File: config.mk
export PLATFORM = sky130hd
export DESIGN_NAME = lbcjd_front
export DESIGN_NICKNAME = d
export VERILOG_FILES = /design/src/rtl/lbcjd_pkg.sv /design/src/rtl/lbcjd_front.sv
export SDC_FILE = /design/constraint.sdc
export NUM_CORES = 1
export LEC_CHECK = 0
export ABC_AREA = 1
export BUFFER_PORTS_ARGS = -buffer_cell sky130_fd_sc_hd__buf_2
export CAP_MARGIN = 20
export CORE_UTILIZATION = 47
export CTS_CLUSTER_SIZE = 24
export DETAILED_ROUTE_END_ITERATION = 12
export PLACE_DENSITY = 0.79
export SKIP_CTS_REPAIR_TIMING = 1
export SKIP_LAST_GASP = 1
export SYNTH_ARGS = -nofsm -noshare
export SYNTH_HDL_FRONTEND = slang
export SYNTH_SLANG_ARGS = --single-unit
File: constraint.sdc
create_clock -name clk -period 4.6 [get_ports clk]
set_input_delay 0.46 -clock clk [delete_from_list [all_inputs] [get_ports clk]]
set_output_delay 0.46 -clock clk [all_outputs]
set_load 0.02 [all_outputs]
File: src/rtl/lbcjd_pkg.sv
// ---------------------------------------------------------------------------
// lbcjd_pkg: shared types and constants of the core job dispatcher
// Holds the command and result words and the codes used by front and back.
// ---------------------------------------------------------------------------
package lbcjd_pkg;

	localparam int CORES       = 4;
	localparam int QUEUE_DEPTH = 4;
	localparam int NGROUPS     = 3;
	localparam int NCORE_ALL   = NGROUPS * CORES;
	localparam int NENT        = NCORE_ALL * QUEUE_DEPTH;

	localparam int CW   = $clog2(NCORE_ALL);
	localparam int LW   = (CORES > 1) ? $clog2(CORES) : 1;
	localparam int NW   = 3;
	localparam int QW   = (QUEUE_DEPTH > 1) ? $clog2(QUEUE_DEPTH) : 1;
	localparam int CNTW = $clog2(QUEUE_DEPTH + 1);
	localparam int AW   = $clog2(NENT);
	localparam int GW   = 2;

	localparam int FQ_DEPTH = 2;
	localparam int FQ_AW    = 1;

	localparam logic [2:0] NO_CORE = 3'd4;

	localparam logic [1:0] REG_HOST  = 2'd0;
	localparam logic [1:0] REG_CACHE = 2'd1;
	localparam logic [1:0] REG_TRANS = 2'd2;

	typedef enum logic [1:0] {
		OP_SUBMIT  = 2'd0,
		OP_ACCOUNT = 2'd1,
		OP_TICK    = 2'd2,
		OP_CLEAR   = 2'd3
	} op_t;

	typedef enum logic [1:0] {
		K_DONE    = 2'd0,
		K_QUEUED  = 2'd1,
		K_LATENCY = 2'd2,
		K_CLEARED = 2'd3
	} kind_t;

	typedef struct packed {
		op_t          op;
		logic [1:0]   grp;
		logic [NW-1:0] ncores;
		logic [31:0]  lat;
		logic [31:0]  dly;
		logic [15:0]  tag;
	} cmd_t;

	typedef struct packed {
		kind_t        kind;
		logic [1:0]   grp;
		logic [2:0]   core;
		logic [15:0]  tag;
		logic [31:0]  lat;
		logic [63:0]  etime;
		logic         status;
		logic         last;
	} res_t;

	typedef struct packed {
		logic [15:0] tag;
		logic [31:0] lat;
		logic [31:0] dly;
		logic [63:0] sub;
	} ent_t;

endpackage

File: src/rtl/lbcjd_front.sv
// ---------------------------------------------------------------------------
// lbcjd_front: request intake
// Classifies each request word by group core count and queues it for the back.
// ---------------------------------------------------------------------------
module lbcjd_front import lbcjd_pkg::*; (
	input  logic                   clk,
	input  logic                   arst_n,
	input  logic                   req_valid,
	output logic                   req_ready,
	input  logic [1:0]             operation,
	input  logic [1:0]             group,
	input  logic [31:0]            job_latency,
	input  logic [31:0]            start_delay,
	input  logic [15:0]            job_tag,
	input  logic [NGROUPS-1:0][2:0] cfg_cores,
	output logic                   cmd_valid,
	output cmd_t                   cmd,
	input  logic                   cmd_pop
);

	cmd_t              fifo_q [FQ_DEPTH];
	logic [FQ_AW-1:0]  wp_q;
	logic [FQ_AW-1:0]  rp_q;
	logic [FQ_AW:0]    cnt_q;
	logic [2:0]        raw_n;
	logic [NW-1:0]     n_sat;
	cmd_t              in_cmd;
	logic              push;
	logic              pop;

	// clamp the group's core count; unknown group has no cores
	always_comb begin
		case (group)
			REG_HOST:  raw_n = cfg_cores[0];
			REG_CACHE: raw_n = cfg_cores[1];
			REG_TRANS: raw_n = cfg_cores[2];
			default:   raw_n = 3'd0;
		endcase
		n_sat = (raw_n > 3'(CORES)) ? NW'(CORES) : NW'(raw_n);
	end

	assign in_cmd = '{op: op_t'(operation), grp: group, ncores: n_sat,
		lat: job_latency, dly: start_delay, tag: job_tag};

	assign req_ready = (cnt_q != (FQ_AW + 1)'(FQ_DEPTH));
	assign push      = req_valid && req_ready;
	assign cmd_valid = (cnt_q != '0);
	assign pop       = cmd_pop && cmd_valid;
	assign cmd       = fifo_q[rp_q];

	always_ff @(posedge clk or negedge arst_n) begin
		if (!arst_n) begin
			wp_q  <= '0;
			rp_q  <= '0;
			cnt_q <= '0;
		end else begin
			if (push) wp_q <= wp_q + 1'b1;
			if (pop) rp_q <= rp_q + 1'b1;
			if (push && !pop) cnt_q <= cnt_q + 1'b1;
			else if (pop && !push) cnt_q <= cnt_q - 1'b1;
		end
	end

	always_ff @(posedge clk) begin
		if (push) fifo_q[wp_q] <= in_cmd;
	end

endmodule

==> results.txt, run 1 <==
- The flow ran to the end, and the final reports show no timing, DRC or antenna violations.
* Slew at the pin with the worst max-slew slack: 975 ps
* Per-instance average area after synthesis: 13.3 sq um
* Worst-path maximum fanout: 88
* Synthesis-stage register bit count: 178
- The worst register-to-register path has a depth of 5.
- At the later pin of the worst-skew pair, clock insertion delay measures 420 ps.
- Clock tree root buffer cell: sky130_fd_sc_hd__clkbuf_16
* EDFF count, synth: 174
- Synth Flop Type: sky130_fd_sc_hd__edfxtp_1
* Share of power burned in combinational logic: 34.3%
- Initial detailed-routing violation count: 351
* Final Hold Violating Endpoints: 0
- Along the worst hold path, the cell count comes to 1.
* Total buffers and inverters traversed by the critical path: 2
* Share of final-layout standard cells stronger than drive strength 1: 31.7%
* Sw frac: 36.3%
- The largest individual stage delay along the critical path comes from the cell sky130_fd_sc_hd__inv_4.
- Commonest cells in the netlist: sky130_fd_sc_hd__nand2_1, sky130_fd_sc_hd__edfxtp_1, sky130_fd_sc_hd__buf_2, sky130_fd_sc_hd__inv_1, sky130_fd_sc_hd__nand3_1
* Class of the tightest hold or removal check: in2reg
- Critical hold path startpoint: job_latency[30]
* Number of instances in the synthesized netlist: 499
- Worst Setup Slack, final: 2170 ps
* GR Util All Layers: 18.1%
- Based on the critical path, the design can be clocked at up to 411 MHz.
- Routability-driven placement congestion ratio: 0.812
- Area post-placement: 0.00773 sq mm
- The setup check on the worst reg-to-reg path leaves a slack of 2380 ps.
* Category of the critical setup timing path: reg2out
* Endpoint arrival time on the critical path: 1970 ps
* Number of max-slew violations in the final report: 0
- Post-synthesis instance area: 0.00664 sq mm
* Number of distinct library cells after synthesis: 19
- Number of global-route vias before repair: 4096
- For the finished layout, the period the worst path requires is 2430 ps.
- On the critical path the largest part of the delay comes from buffers and inverters.
* CP Capture Type: output port
* Highest cell delay on the worst timing path: 640 ps
* Net count after synthesis: 597
- Final antenna diode count: 0
* CTS H-tree lvls: 4
* Period utilization: 52.8%
* Area added between synthesis and finish: 25.8%
- Final Setup Violations: 0
* Max transition margin: 34.8%
- Internal power: 3.67 mW
- By area the synthesized netlist is led by sky130_fd_sc_hd__edfxtp_1, sky130_fd_sc_hd__nand2_1, sky130_fd_sc_hd__dfrtp_1.
- Yosys printed 0 warnings.
- Worst setup slack before clock tree synthesis: 2330 ps
- In the final layout, flip-flops and latches occupy 0.00533 sq mm.
* MaxCap Viol Count: 0
- VDD IR-drop max: 0.362 mV
* Top cell by count, worst path: sky130_fd_sc_hd__nand2_1
* Total of buffers placed on input and output ports: 185
* Final HPWL from detailed placement: 7990 microns
- After filler insertion, the fill cell instance count of the layout stands at 1089.
- After routing the design area is 0.00835 sq mm.
- Entering global routing, the biggest net connects 89 pins.
- Reg-to-reg endpoint: fifo_q[1][63]$_DFFE_PP_
- Dividing the detail-routed wire length by the instance count gives 14.3 microns.
* Cell leakage power: 3.62 nW
- Global routing finished with a remaining overflow of 0.
- Portion of total power attributed to sequential cells: 39.9%
* Clock tree from TritonCTS: done
- Reg-to-reg startpoint: cnt_q[0]$_DFFE_PN0P_
- Setup repair after global routing left no endpoint under its margin.
- Among all cell types in the netlist, the one instantiated most often is sky130_fd_sc_hd__nand2_1.
- Top Ports: 186
- Dominant cell type by area after synthesis: sky130_fd_sc_hd__edfxtp_1
* Total Die Area: 0.0146 sq mm
- After clock tree synthesis, the clock-pin slew on the worst setup and hold paths is 70 ps.
* Detail-routed via count per cell: 4.74
- For the final database, setup skew stands at 5.36 ps.
* Kind of start point of the critical path: flop
- Traced cell by cell, the critical path runs through inv_4, nand2_1, nand2_1, buf_2.
- Setup total negative slack on the finished layout was measured at 0 ps.
* Multi-input logic area: 0.00116 sq mm
* Clock tree buffer depth: 2
* Area share of the largest cell type after synthesis: 78.7%
- For this block, the via count after detailed routing is 4173.
- Once the floorplan was initialized, standard cells occupied 48.0% of the core.
- Area of the core: 0.0138 sq mm
- The initialized floorplan defines 43 standard-cell rows.
- The first global-routing pass estimated 19600 microns of wire.
- For hold timing, the worst endpoint is fifo_q[1][78]$_DFFE_PP_.
- CTS Buf Count: 17
- For the worst setup path, the data required time is 4140 ps.
* Sum of routed wire length over all layers: 12600 microns
- In this run, the clock network consumes 25.7% of the power.
- The number of antenna violations at the first check in global routing is 0.
- DIE WIDTH: 121 microns
- Async S/R FF share, synth: 2.25%
- Chip height: 121 microns
- For this design the ratio of total power to cell area is 690 mW/mm^2.
- Sw power: 2.09 mW
* Remaining DRCs: 0
- Before antenna repair, the detailed router went through 4 iterations.
* Count of nets after finishing: 786
- For this design, the sink count on the clock tree is 178.
- ANT nets after route: 0
- Portion of the post-synthesis area used by sequential elements: 80.2%
==> stage by stage <==
stage / instances / power, mW / utilization (%) / hold WS (ps)
final: 881 / 5.76 / 60.4 / 228
after global routing: 881 / 6.08 / 60.4 / 210
after CTS: 880 / 5.83 / 60.3 / -183
after detailed placement: 848 / 4.34 / 55.9 / 272
after global placement: 848 / 4.30 / 55.9 / 271
after floorplan: 499 / 3.70 / - / 164
==> flip-flops by register name (all words and copies together), names as in the netlist <==
signal  flops
wp_q        1
cnt_q       2
fifo_q    174
rp_q        1
==> layout make-up <==
cell class | count | area share (%)
timing repair buffer | 189 | 11.8
multi-input combinational | 293 | 13.9
clock inverter | 13 | 2.19
sequential | 178 | 63.8
tap | 180 | 2.70
clock buffer | 19 | 5.18
inverter | 9 | 0.434
==> layout by cell type, fill, tap and decap left out <==
| cell | count |
|---|---|
| sky130_fd_sc_hd__dlygate4sd3_1 | 1 |
| sky130_fd_sc_hd__xor2_1 | 2 |
| sky130_fd_sc_hd__bufinv_16 | 4 |
| sky130_fd_sc_hd__nor3b_1 | 1 |
| sky130_fd_sc_hd__nand3b_1 | 1 |
| sky130_fd_sc_hd__inv_4 | 1 |
| sky130_fd_sc_hd__clkbuf_1 | 2 |
| sky130_fd_sc_hd__nand3_2 | 1 |
| sky130_fd_sc_hd__nand4_1 | 1 |
| sky130_fd_sc_hd__dfrtp_2 | 1 |
| sky130_fd_sc_hd__clkinv_4 | 1 |
| sky130_fd_sc_hd__nand3_1 | 7 |
| sky130_fd_sc_hd__inv_6 | 3 |
| sky130_fd_sc_hd__clkbuf_16 | 17 |
| sky130_fd_sc_hd__clkinvlp_4 | 2 |
| sky130_fd_sc_hd__nor2_4 | 2 |
| sky130_fd_sc_hd__clkinv_1 | 2 |
| sky130_fd_sc_hd__edfxtp_1 | 174 |
| sky130_fd_sc_hd__xnor2_1 | 1 |
| sky130_fd_sc_hd__inv_1 | 7 |
| sky130_fd_sc_hd__buf_12 | 2 |
| sky130_fd_sc_hd__nor2_1 | 4 |
| sky130_fd_sc_hd__buf_4 | 1 |
| sky130_fd_sc_hd__dfrtp_1 | 3 |
| sky130_fd_sc_hd__a21oi_1 | 1 |
| sky130_fd_sc_hd__clkinv_2 | 1 |
| sky130_fd_sc_hd__nand2_1 | 271 |
| sky130_fd_sc_hd__buf_2 | 185 |
| sky130_fd_sc_hd__inv_2 | 1 |
| sky130_fd_sc_hd__ha_1 | 1 |
==> routing by layer <==
layer	vias up	wire [microns]	global-route usage [%]
met4	0	295	9.03
met1	1948	5030	21.4
met3	20	743	4.42
li1	2056	-	-
met5	-	0	0
met2	149	6570	31.0
==> power groups by stage <==
stage | Clock, mW | Sequential [mW] | Combinational, mW
final | 1.48 | 2.30 | 1.98
after global routing | 1.57 | 2.33 | 2.18
after CTS | 1.51 | 2.31 | 2.01
after detailed placement | 0 | 2.34 | 2.00
after global placement | 0 | 2.32 | 1.98
after floorplan | 0 | 2.34 | 1.36
==> cell families (layout without fill, tap and decap cells) <==
| group | Yosys count | after routing | synth area share, % |
|---|---|---|---|
| flip-flops | 178 | 178 | 80.2 |
| AND/OR/NAND/NOR | 288 | 288 | 16.7 |
| AO/OA/AOI/OAI | 1 | 1 | 0.0753 |
| adder cells (fa/ha/maj) | 1 | 1 | 0.188 |
| buffers and inverters | 28 | 230 | 2.47 |
| XOR/XNOR | 3 | 3 | 0.396 |
==> worst max path at each step <==
| stage | start | to | slack (ps) | depth (start not counted) |
|---|---|---|---|---|
| floorplan | cnt_q[0]$_DFFE_PN0P_ | fifo_q[1][0]$_DFFE_PP_ | 1140 | 4 |
| global placement | req_valid | fifo_q[0][61]$_DFFE_PP_ | 2390 | 4 |
| detailed placement | req_valid | fifo_q[0][68]$_DFFE_PP_ | 2330 | 4 |
| CTS | rp_q$_DFFE_PN0P_ | cmd[69] | 2120 | 4 |
| global route | rp_q$_DFFE_PN0P_ | cmd[69] | 1990 | 4 |
| finish | rp_q$_DFFE_PN0P_ | cmd[69] | 2170 | 4 |
Note: power is estimated with default switching activity, not from simulation.
==> run 2, diff against run 1 <==
- clock period: 4.6 -> 2.17 ns (I/O delays scaled with it)
==> run 2 against run 1 <==
Compared with the run above:
- cell count rose by 9.6%
- via count rose by 12%
- clock skew rose by 1.1 ps
- die area did not move
- critical endpoint is now cmd[60]
- largest cell class unchanged
- highest routed layer unchanged
==> results.txt, run 2 (synthesized netlist as in run 1, its figures left out) <==
* Category of the critical setup timing path: reg2out
- For this block, the initial DRC count from the detailed router was 331.
- The via count of the first global-routing pass was 4140.
* Sw frac: 37.7%
- Sw power: 4.63 mW
* Remaining DRCs: 0
- Clk network pwr share: 22.9%
* Filler-free cell count of the finished design: 966
- Top flop regs: fifo_q (174), cnt_q (2)
- Worst-path cell with the longest stage delay: sky130_fd_sc_hd__dfrtp_4
- At the pin with the least slew margin, the transition time is 515 ps.
- At the worst endpoint, the required time is 1950 ps.
* Core occupancy in the finished layout: 66.3%
- In this run the vertical extent of the chip is 121 microns.
- After layout, the worst path uses 91.8% of the clock period.
* Total number of vias: 4680
- Port buffering added 185 buffers.
- Family with the most delay on the worst path: flip-flops
* Kind of start point of the critical path: flop
* Clock tree root buffer cell: sky130_fd_sc_hd__clkbuf_16
- Class of the tightest hold or removal check: in2reg
- Cell leakage power: 3.96 nW
- Leading cell type in the layout, fill and taps excluded: sky130_fd_sc_hd__nand2_1
- Internal power: 7.64 mW
* Most flops, register: fifo_q
- The flow ran to the end, and the final reports show no timing, DRC or antenna violations.
- In the final routed layout, each cell accounts on average for 15.1 microns.
- Number of iterations in the first detailed-routing pass: 4
- Setup repair after global routing missed its margin: no
- Worst-path maximum fanout: 50
* Share of final-layout standard cells stronger than drive strength 1: 29.2%
- Clock skew on the completed layout was measured at 6.47 ps.
- The critical path goes through inv_4, buf_12, nand2_1, nand2_1, buf_2.
- Once the floorplan was initialized, standard cells occupied 48.0% of the core.
- Met1 usage in global routing: 21.4%
- The floorplan step defined a core boundary enclosing 0.0138 sq mm.
- Endpoint arrival time on the critical path: 1770 ps
* Max FFs per register: 174
* Total buffers and inverters traversed by the critical path: 3
- Count of nets after finishing: 870
- Final Hold Violating Endpoints: 0
* Minimum period implied by the final worst setup slack: 1990 ps
* DIE WIDTH: 121 microns
* Sum of routed wire length over all layers: 14600 microns
- Share of power burned in combinational logic: 36.6%
- Fmax: 502 MHz
- Setup slack, reg-to-reg: 590 ps
- Number of max-slew violations in the final report: 0
* Clk sinks: 178
- Area added between synthesis and finish: 38.2%
- Number of antenna violations at the first check in global routing: 1
* Logic depth of the worst register-to-register path: 5
- The floorplan step defined a die boundary enclosing 0.0146 sq mm.
- In the global route stage, met3 resource usage came out at 4.75%.
- The wire-length estimate of the detail-placed layout is 8350 microns.
- CTS H-tree lvls: 4
- Headroom to the max-slew limit came out at 65.7%.
* Worst hold slack after final layout: 14.2 ps
- Detail-routed via count per cell: 4.84
- The number of placed instances, taps included, is 851.
* Top Ports: 186
* VDD IR-drop max: 0.969 mV
* Clock tree buffer depth: 2
- After routing, the total negative slack on setup checks comes to 0 ps.
- CP Capture Type: output port
- MaxCap Viol Count: 0
* Portion of total power attributed to sequential cells: 40.5%
- Final Setup Violations: 0
- The detail route stage leaves a number of antenna-violating nets equal to 0.
* Global routing's busiest layer: met2
* Clock-pin slew reported for the worst setup and hold paths after clock tree synthesis: 60 ps
- Routability-driven placement congestion ratio: 0.800
- The first global-routing pass estimated 19900 microns of wire.
- Number of instances on the worst hold path: 1
- Highest cell delay on the worst timing path: 600 ps
- Entering global routing, the biggest net connects 89 pins.
- For this run the aggregate overflow at the end of global routing stands at 0.
* Later-pin clock latency in the skew report: 420 ps
* Top cell by count, worst path: sky130_fd_sc_hd__nand2_1
* Commonest non-fill, non-tap cells in the layout: sky130_fd_sc_hd__nand2_1, sky130_fd_sc_hd__buf_2, sky130_fd_sc_hd__edfxtp_1
* Cell row count: 43
* Power density over cell area: 1340 mW/mm^2
- WP depth: 5
- TritonCTS built the clock tree.
- For met2 alone, demand over resource in global routing was 30.6%.
- In this run, CTS created clock tree buffers numbering 17.
- Global routing used 18.2% of the available tracks.
## run 2: path summary, 6_finish.rpt
path | from | to
worst max-delay path | rp_q$_DFFE_PN0P_ | cmd[60]
worst min register to register | cnt_q[0]$_DFFE_PN0P_ | cnt_q[0]$_DFFE_PN0P_
max in group asynchronous | arst_n | rp_q$_DFFE_PN0P_
min in group asynchronous | arst_n | cnt_q[1]$_DFFE_PN0P_
worst max register to register | cnt_q[0]$_DFFE_PN0P_ | fifo_q[1][69]$_DFFE_PP_
worst min-delay path | job_latency[25] | fifo_q[1][73]$_DFFE_PP_
## run 2: per-layer routing
layer	share of wire, %	vias to the layer above
met4	2.9	0
met1	39	2228
met5	0	-
met3	5.4	34
li1	-	2228
met2	53	190
## run 2: through the flow
step | instance area [sq um] | setup WS, ps | total power, mW
after floorplan | 6670 | -179 | 7.85
after global placement | 7800 | 595 | 9.23
after detailed placement | 7800 | 579 | 9.35
after CTS | 8350 | 111 | 12.1
after global routing | 9170 | 84.6 | 12.9
final | 9170 | 178 | 12.3
## run 2: area by class of cell
class,instances,area (sq um)
inverter,9,36.3
clock buffer,18,429
timing repair buffer,273,1860
clock inverter,14,115
antenna,1,2.50
fill,932,4650
sequential,178,5330
multi-input combinational,293,1180
tap,180,225
## run 2: power groups by stage
stage | logic, mW | clock network [mW] | registers [mW]
final | 4.49 | 2.81 | 4.97
after global routing | 4.88 | 2.99 | 5.04
after CTS | 4.29 | 2.84 | 5.00
after detailed placement | 4.28 | 0 | 5.08
after global placement | 4.20 | 0 | 5.03
after floorplan | 2.92 | 0 | 4.93
